## src/rtl/core/cts_pkg.sv

```systemverilog
package cts_pkg;

  // Field widths fixed by the interface.
  localparam int EP_W    = 64;
  localparam int X_W     = 128;
  localparam int OC_W    = 6;
  localparam int ADDR_W  = 16;
  localparam int CNT_W   = 7;

  // Powers of three up to 3^63 fit in 100 bits. The lift multiply works on
  // four 25-bit slices of the power.
  localparam int P3_W     = 100;
  localparam int P3_DEPTH = 64;
  localparam int SLICE_W  = 25;
  localparam int PROD_W   = ADDR_W + SLICE_W;
  localparam int SUM_W    = ADDR_W + P3_W;
  localparam int CAT_W    = 2 * SLICE_W + PROD_W;

  // Default build values.
  localparam int START_DEPTH = 61;
  localparam int TAIL_STEPS  = 17;

  // Upper bound of the minimum-count search.
  localparam int MIN_CNT_CAP = 80;

  typedef logic [P3_W-1:0] pow3_tab_t [P3_DEPTH];

  // One item as it moves along the row of step cells.
  typedef struct packed {
    logic             ok;
    logic [CNT_W-1:0] cnt;
    logic [X_W-1:0]   x;
  } cts_item_t;

  // Table of 3^i, built at elaboration.
  function automatic pow3_tab_t pow3_table();
    pow3_tab_t      tab;
    logic [P3_W-1:0] p;
    p = P3_W'(1);
    for (int i = 0; i < P3_DEPTH; i++) begin
      tab[i] = p;
      p = p + (p << 1);
    end
    return tab;
  endfunction

  localparam pow3_tab_t POW3 = pow3_table();

  // Least q with 3^q >= 2^depth, evaluated only on constants.
  function automatic int min_count(input int depth);
    logic [X_W-1:0] p;
    logic [X_W-1:0] lim;
    int             q;
    p   = X_W'(1);
    lim = X_W'(1) << depth;
    q   = 0;
    while ((p < lim) && (q < MIN_CNT_CAP)) begin
      p = p + (p << 1);
      q = q + 1;
    end
    return q;
  endfunction

endpackage

```

## src/rtl/core/cts_cell.sv

```systemverilog
module cts_cell #(
  parameter int MIN_CNT = 0
) (
  input  logic               clk_i,
  input  logic               rst_ni,
  input  logic               en_i,
  input  logic               valid_i,
  input  cts_pkg::cts_item_t item_i,
  output logic               valid_o,
  output cts_pkg::cts_item_t item_o
);

  logic                         valid_q;
  cts_pkg::cts_item_t           item_q;
  cts_pkg::cts_item_t           item_d;
  logic                         odd;
  logic [cts_pkg::CNT_W-1:0]    cnt_n;
  logic [cts_pkg::X_W-1:0]      x_sum;

  // One step of the shortcut map. For odd x, 3x+1 is x plus (2x+1), and the
  // halving follows. The count is checked against this depth's minimum.
  always_comb begin
    odd   = item_i.x[0];
    cnt_n = item_i.cnt + cts_pkg::CNT_W'(odd);
    x_sum = odd ? (item_i.x + {item_i.x[cts_pkg::X_W-2:0], 1'b1}) : item_i.x;
    item_d.ok  = item_i.ok && (cnt_n >= cts_pkg::CNT_W'(MIN_CNT));
    item_d.cnt = cnt_n;
    item_d.x   = {1'b0, x_sum[cts_pkg::X_W-1:1]};
  end

  always_ff @(posedge clk_i or negedge rst_ni) begin
    if (!rst_ni) begin
      valid_q <= 1'b0;
    end else if (en_i) begin
      valid_q <= valid_i;
    end
  end

  always_ff @(posedge clk_i) begin
    if (en_i) begin
      item_q <= item_d;
    end
  end

  assign valid_o = valid_q;
  assign item_o  = item_q;

endmodule

```

## config.mk

```make
export PLATFORM = sky130hd
export DESIGN_NAME = cts_cell
export DESIGN_NICKNAME = d
export VERILOG_FILES = /design/src/rtl/core/cts_pkg.sv /design/src/rtl/core/cts_cell.sv
export SDC_FILE = /design/constraint.sdc
export NUM_CORES = 1
export LEC_CHECK = 0
export ABC_AREA = 0
export BUFFER_PORTS_ARGS = -buffer_cell sky130_fd_sc_hd__buf_2
export CORE_MARGIN = 5
export CORE_UTILIZATION = 40
export CTS_CLUSTER_DIAMETER = 120
export DETAILED_ROUTE_END_ITERATION = 6
export SETUP_SLACK_MARGIN = 0.3
export SYNTH_ARGS = -nofsm -noshare
export SYNTH_HDL_FRONTEND = slang
export SYNTH_SLANG_ARGS = --single-unit
```

## constraint.sdc

```tcl
create_clock -name clk_i -period 0.8 [get_ports clk_i]
set_input_delay 0.24 -clock clk_i [delete_from_list [all_inputs] [get_ports clk_i]]
set_output_delay 0.24 -clock clk_i [all_outputs]
set_load 0.05 [all_outputs]
```

; ---- Word-level counts from Yosys, hierarchy flattened
; Index checks and enable logic that the tools add are counted.
[totals]
ff_bits = 136
input_bits = 140
elab_cells = 9
[op_classes]
add_sub_neg = 2
magnitude_cmp = 1
mux = 1
reduce_logical = 1
[ops]
columns = op, n
row1 = $add 128x128->128, 1
row2 = $mux 128, 1
row3 = $add 7x1->7, 1
row4 = $ge 7x1->1 const B, 1
row5 = $logic_and 1x1->1, 1

; ---- Logic depth before layout (Yosys ltp)
; Gate-level depths: netlist of run 1.
[depth]
word_depth = 3
mapped_depth = 16

; ---- Least setup slack after synthesis of run 1
; OpenSTA, ideal clock, no wires.
[synth_path]
kind = input to register
startpoint = input item_i[0] (netlist bit)
endpoint = register item_q, in the netlist item_o[80] (data pin)
setup_time_ns = 0.260
arrival_ns = 3.709
required_time_ns = 0.540
slack_ns = -3.169
path_stages = 16
n_path_buf = 3
cell_sequence = buf_2 -> inv_1 -> clkbuf_1 -> clkbuf_1 -> ha_1 -> nor2b_1 -> o21ai_0 -> a2111oi_1 -> o21ai_0 -> a2111o_1 -> nand2_1 -> a31oi_1 -> o41ai_2 -> a21oi_1 -> xnor2_1 -> mux2_2
[synth_lines]
columns = element, line_no
row1 = start: declaration, cts_cell.sv:8  ; input cts_pkg::cts_item_t item_i,
row2 = end signal: assignment, cts_cell.sv:41  ; item_q <= item_d;
row3 = end: declaration, cts_cell.sv:14  ; cts_pkg::cts_item_t item_q;

==> run_results.csv, run 1 <==
group,metric,value,unit
detailed_routing,drt_iter0_markers,1250,
setup_path,cp.arrival,3.58,ns
yosys,synth-seq-cells,136,
yosys,synth.top_cell.area_share,27.8,%
yosys,ys_top_cells_by_area,"edfxtp_1 (28%), ha_1 (11%), mux2_2 (7.8%)",
placement,place.port_buffers,275,
floorplanning,fp.dieW,201,um
timing,worst_slew_pin_slew,0.986,ns
timing,relSlewSlack,34.3,%
placement,dpl.hpwl,47.8,mm
cells_and_area,drive_gt1_share,55.8,%
cells_and_area,nFillCells,2482,
cells_and_area,nets,2987,
timing,rsz0062_at_grt,"true",
yosys,synth_top_cell_by_area,"edfxtp_1",
worst_hold_path,min_path_type,"in2reg",
detailed_routing,drt-total-wl,67.1,mm
cells_and_area,antenna_cells,0,
floorplanning,core-area,36300,um^2
power,power_leakage,0.0123,uW
detailed_routing,vias,18000,
clock_network,cts_tree,"done",
clock_network,cts_buffers,17,
timing,max_freq,297,MHz
placement,gp_congestion,0.941,
floorplanning,rows,70,
placement,post_dp_cell_area,22400,um^2
grt,grt_pass1_vias,18500,
yosys,yosysWarnings,0,
cells_and_area,syn_to_final_growth,87.7,%
floorplanning,initial_core_util,40.2,%
grt,grt_usage,30.2,%
grt,grt_pass1_wl,98.7,mm
floorplanning,pin_count,277,
yosys,syn_avg_cell_area,8.56,um^2
yosys,synth_cell_types,76,
timing,hold_viol_final,1,
timing,fin_crit,3.37,ns
detailed_routing,drtPass1Iterations,5,
detailed_routing,viasPerCell,5.62,
detailed_routing,ant_nets,0,
clock_network,cts_hold_buf,1,
yosys,synth_flop_cell,"edfxtp_1",
yosys,synth-seq-area-share,28.0,%
cells_and_area,seq_area,4080,um^2
worst_hold_path,holdPathStages,1,
timing,holdWs,-0.0479,ns
yosys,postSynthCellCount,1704,
timing,setup_slack,-2.57,ns
detailed_routing,drcViolationCount,0,
yosys,ys_async_sr_fraction,0.735,%
setup_path,critPathCaptureType,"flip-flop",
timing,drv_slew,0,
yosys,syn_area,14600,um^2
floorplanning,die-area,40400,um^2
status,failed_checks,"hold timing, setup timing",
cells_and_area,fin_area,27400,um^2
clock_network,clk_pin_slew,0.06,ns
setup_path,start_kind,"input port",
power,pwr_density_cell,1590,nW/um^2
setup_path,worst-r2r-setup-slack,0.01,ns
job,cap_violations,0,
floorplanning,die_y,201,um
clock_network,h-tree-depth,4,
setup_path,crit_path_max_fanout,5,
timing,skew,0,ns
grt,antenna_found_initial,0,
clock_network,cts.sinks,136,
cells_and_area,final_cell_mix,"buf_4 (672), buf_6 (231), nand2_1 (157)",
cells_and_area,final_common_cell,"buf_4",
cells_and_area,multi_input_area,12500,um^2
clock_network,root_buffer,"clkbuf_16",
power,irDropWorstVdd,1.73,mV
setup_path,cp.required,1.01,ns
timing,finalSetupViolations,265,
yosys,synth_edf_count,135,
placement,pre_cts_ws,-3.27,ns
grt,grt_overflow,0,
yosys,synth_nets,1976,
clock_network,cts_max_path_buffers,2,
setup_path,r2r_cells,1,
grt,grt_max_degree,69,
detailed_routing,wl_per_cell,21.0,um
status,status,"complete, but fails checks",
clock_network,worst_skew_pair.late_latency,0.46,ns
timing,finalCritPeriodShare,421,%
setup_path,worst-setup-path-type,"in2reg",
cell families (layout without fill, tap and decap cells):
family	count (synthesis)	in the layout	share of synthesized area, %
buffers and inverters	132	1156	3.52
other	1	1	0.0257
xor gates and xnor gates	116	116	6.97
adders and majority gates	132	132	11.4
AOI/OAI and AO/OA	601	601	27.0
and+or+nand+nor	481	481	15.1
DFF	136	136	28.0
muxes	105	105	8.08
registers in the layout, indices dropped and copies added, names as in the netlist:
signal and flops:
item_o 135, valid_o 1
cells in the mapped netlist (all sizes together) (3+ instances only):
library cell,number
clkbuf,78
buf,13
nand4,58
nor2b,8
nand3,16
o32ai,3
nor4,8
xor2,47
or3,7
o31a,5
a2111oi,11
o21bai,51
and3,11
a21boi,10
nand2,172
o311ai,5
o211ai,12
a221oi,7
o31ai,11
a221o,7
or2,12
a211oi,10
a211o,3
and2,6
o21a,24
mux2i,3
inv,41
a21oi,197
nand2b,8
nor3,30
mux2,102
o2111ai,3
xnor2,69
a21o,85
o21ba,3
a31oi,21
o221ai,3
ha,131
edfxtp,135
o21ai,112
nor2,137
cell type report:
class                   instances  area share, %
clock buffers                  21           1.68
clock inverters                11          0.791
well taps                     468           2.14
multi-input cells            1436           45.7
repair buffers               1083           34.1
flip-flops and latches        136           14.9
inverters                      41          0.626
through the flow:
| stage | instances | hold WS [ns] | power [uW] | TNS, ns | util [%] |
|---|---|---|---|---|---|
| 3_3_place_gp | 3044 | 0.0154 | 28400 | -345.85 | 61.7 |
| 6_report | 3196 | -0.0479 | 43400 | -319.32 | 75.5 |
| 2_1_floorplan | 1704 | -0.0556 | 20200 | -245.68 | - |
| 4_1_cts | 3148 | -0.0600 | 41600 | -305.66 | 71.8 |
| 3_5_place_dp | 3044 | 0.0165 | 28600 | -350.37 | 61.7 |
| 5_1_grt | 3196 | -0.0548 | 45100 | -335.35 | 75.5 |
critical path: stages:
cell       delay [ns]
buf_2            0.13
ha_1             0.41
o21ai_0          0.22
o21ai_1          0.25
nand2_1          0.16
o211ai_1         0.17
buf_4            0.21
a311oi_4         0.09
buf_6            0.16
a2111oi_4        0.28
buf_4            0.19
a211oi_4         0.05
o41ai_2          0.27
buf_4            0.20
a31oi_1          0.12
xnor2_1          0.15
mux2_4           0.26
power breakdown:
group	internal (uW)	total (uW)	leakage (uW)	switching, uW
registers	9090	9660	0.00133	572
clock network	6030	9650	0.000332	3620
logic	11600	24100	0.0106	12500
total	26700	43400	0.0123	16700
worst paths after layout:
| kind | startpoint | to |
|---|---|---|
| max reg2reg | valid_o$_DFFE_PN0P_ | valid_o$_DFFE_PN0P_ |
| min in group asynchronous | rst_ni | valid_o$_DFFE_PN0P_ |
| min reg2reg | valid_o$_DFFE_PN0P_ | valid_o$_DFFE_PN0P_ |
| max | item_i[10] | item_o[119]$_DFFE_PP_ |
| max in group asynchronous | rst_ni | valid_o$_DFFE_PN0P_ |
| min | item_i[135] | item_o[135]$_DFFE_PP_ |
per-layer routing:
layer  up-vias  routed length (um)  track usage [%]
li1       8445                   -                -
met1      8640               26700             35.5
met2       676               34300             55.6
met3       189                3180             3.78
met4         0                2980             12.0
met5         -                   0                0
repair_timing:
| action | in CTS | in global routing |
|---|---|---|
| pin swaps | 125 | 87 |
| hold endpoints to repair | 3 | 1 |
| gates cloned | 6 | 2 |
| resized for setup | 554 | 185 |
| endpoints found under the setup margin | 346 | 353 |
| buffers inserted | 65 | 46 |
Note: power is estimated with default switching activity, not from simulation.
==> run 2: changes to the inputs <==
--- a/config.mk
+++ b/config.mk
@@ -8,8 +8,9 @@
 export ABC_AREA = 0
 export BUFFER_PORTS_ARGS = -buffer_cell sky130_fd_sc_hd__buf_2
 export CORE_MARGIN = 5
-export CORE_UTILIZATION = 40
+export CORE_UTILIZATION = 25
 export CTS_CLUSTER_DIAMETER = 120
+export CTS_CLUSTER_SIZE = 40
 export DETAILED_ROUTE_END_ITERATION = 6
 export SETUP_SLACK_MARGIN = 0.3
 export SYNTH_ARGS = -nofsm -noshare
==> run 2 against run 1 <==
The run still ends with hold timing, setup timing left. Final cell count is 10% higher. Worst setup slack better by 0.12 ns. Wire length is 1.7% higher. Clock skew stayed put. Worst hold slack worse by 0.043 ns. Clock power is 15% lower. First-iteration DRC count is 22% lower. Design area is 3.8% higher. Global-route usage is 9.8 points lower. Die area is 57% higher. Critical path type unchanged. Largest cell class unchanged.
==> run_results.csv, run 2 (synthesis results as in run 1) <==
group,metric,value,unit
clock_network,clk_pin_slew,0.08,ns
grt,antenna_found_initial,11,
worst_hold_path,holdPathStages,1,
clock_network,worst_skew_pair.late_latency,0.48,ns
floorplanning,die-area,63300,um^2
timing,hold_viol_final,2,
floorplanning,rows,88,
cells_and_area,syn_to_final_growth,94.8,%
detailed_routing,drcViolationCount,0,
grt,grt_pass1_vias,18300,
timing,max_freq,308,MHz
detailed_routing,wl_per_cell,19.3,um
timing,setup_slack,-2.45,ns
cells_and_area,largest_reg_flops,135,
cells_and_area,nFillCells,5227,
floorplanning,core-area,57700,um^2
timing,rsz0062_at_grt,"true",
timing,finalCritPeriodShare,406,%
clock_network,cts_hold_buf,1,
cells_and_area,nets,3017,
timing,setup_tns,-313.93,ns
timing,relSlewSlack,19.9,%
status,status,"complete, but fails checks",
placement,gp_congestion,0.948,
cells_and_area,seq_area,4080,um^2
setup_path,cp.required,1.05,ns
grt,grt_overflow,0,
power,pwr_density_cell,1520,nW/um^2
setup_path,reg2reg_to,"valid_o$_DFFE_PN0P_",
detailed_routing,drt-total-wl,68.3,mm
detailed_routing,drtPass1Iterations,5,
setup_path,crit_path_max_fanout,4,
placement,dpl.hpwl,54.0,mm
timing,skew,0,ns
worst_hold_path,min_path_type,"in2reg",
clock_network,cts_max_path_buffers,2,
power,power,43100,uW
setup_path,r2r_cells,1,
power,power_leakage,0.0126,uW
power,irDropWorstVdd,1.81,mV
detailed_routing,viasPerCell,5.00,
grt,grt_usage,20.4,%
floorplanning,initial_core_util,25.3,%
worst_hold_path,worstHoldEndpoint,"item_o[135]$_DFFE_PP_",
timing,drv_slew,0,
floorplanning,fp.dieW,252,um
grt,grt_pass1_wl,101,mm
cells_and_area,multi_input_area,12600,um^2
clock_network,cts_tree,"done",
setup_path,worst-setup-path-type,"in2reg",
timing,worst_slew_pin_slew,1.20,ns
cells_and_area,utilization,49.2,%
cells_and_area,drive_gt1_share,55.7,%
detailed_routing,vias,17600,
timing,holdWs,-0.0911,ns
floorplanning,die_y,252,um
cells_and_area,final_common_cell,"buf_4",
job,cap_violations,0,
setup_path,start_kind,"input port",
setup_path,critPathCaptureType,"flip-flop",
setup_path,r2r-start,"valid_o$_DFFE_PN0P_",
setup_path,worst-r2r-setup-slack,0.03,ns
detailed_routing,drt_iter0_markers,978,
floorplanning,pin_count,277,
clock_network,root_buffer,"clkbuf_16",
clock_network,h-tree-depth,4,
status,failed_checks,"hold timing, setup timing",
clock_network,cts.sinks,136,
worst_hold_path,min_from,"item_i[135]",
setup_path,cp.arrival,3.50,ns
placement,place.port_buffers,275,
cells_and_area,final_cell_mix,"buf_4 (731), nand2_1 (159), a21oi_1 (157)",
detailed_routing,ant_nets,0,
timing,fin_crit,3.25,ns
timing,finalSetupViolations,265,
grt,grt_max_degree,71,
clock_network,cts_buffers,17,
[run 2: cell types whose count changed in the layout (fill, tap and decap cells not counted), moves of 27 or more]
cell / change
buf_6: -93
buf_12: +78
buf_4: +59
mux2_2: -28
mux2_4: +27
[run 2: how the worst max path moves through the flow]
stage                         start               endpoint  slack (ns)  depth (start not counted)
after detailed placement  item_i[1]  item_o[126]$_DFFE_PP_       -3.15                         14
final                     item_i[2]  item_o[126]$_DFFE_PP_       -2.45                         15
after CTS                 item_i[2]   item_o[81]$_DFFE_PP_       -2.36                         15
after floorplan           item_i[0]  item_o[100]$_DFFE_PP_       -2.59                         16
after global routing      item_i[2]  item_o[110]$_DFFE_PP_       -2.55                         15
after global placement    item_i[1]  item_o[119]$_DFFE_PP_       -3.10                         15
[run 2: routing by layer]
layer  GRT usage, %  up-vias  share of wire, %
li1               -     8527                 -
met1           25.3     8464                42
met2           34.9      527                49
met3           4.68      116               6.5
met4           7.22        8               3.2
met5              0        -             0.070
[run 2: metrics by stage]
stage          area, um^2  setup slack (ns)  hold slack, ns  cells
2_1_floorplan       15300             -2.59         -0.0556   1704
3_3_place_gp        24300             -3.10          0.0151   3382
3_5_place_dp        24300             -3.15          0.0153   3382
4_1_cts             27200             -2.36          -0.139   3478
5_1_grt             28400             -2.55          -0.118   3524
6_report            28400             -2.45         -0.0911   3529
[run 2: report_power, final]
part / leakage (uW) / internal, uW / switching, uW
combinational: 0.0110 / 12600 / 12200
sequential: 0.00133 / 9110 / 820
clock: 0.000272 / 4580 / 3650
total: 0.0126 / 26300 / 16700
[run 2: critical path: stages]
cell and delay [ns]:
buf_12 0.11, buf_4 0.13, fa_2 0.40, a21o_1 0.19, a221o_1 0.33, a41o_4 0.29
a2111oi_4 0.29, buf_4 0.20, o32ai_4 0.11, o21a_1 0.25, a211oi_2 0.19, buf_4 0.18
o21a_4 0.17, a211oi_1 0.06, a2111o_1 0.34
[run 2: what timing repair did]
item | in CTS | in global routing
pin swaps | 129 | 122
hold endpoints to repair | 3 | 2
setup buffers | 62 | 43
endpoints found under the setup margin | 305 | 345
cloned | 1 | 2
resized for setup | 396 | 181
[run 2: area by class of cell]
| cell class | instances | area share [%] |
|---|---|---|
| multi-input combinational | 1436 | 44.2 |
| timing repair buffer | 1113 | 35.3 |
| sequential | 136 | 14.4 |
| tap | 765 | 3.37 |
| clock buffer | 18 | 1.51 |
| inverter | 41 | 0.603 |
| clock inverter | 14 | 0.533 |
| antenna | 6 | 0.0529 |
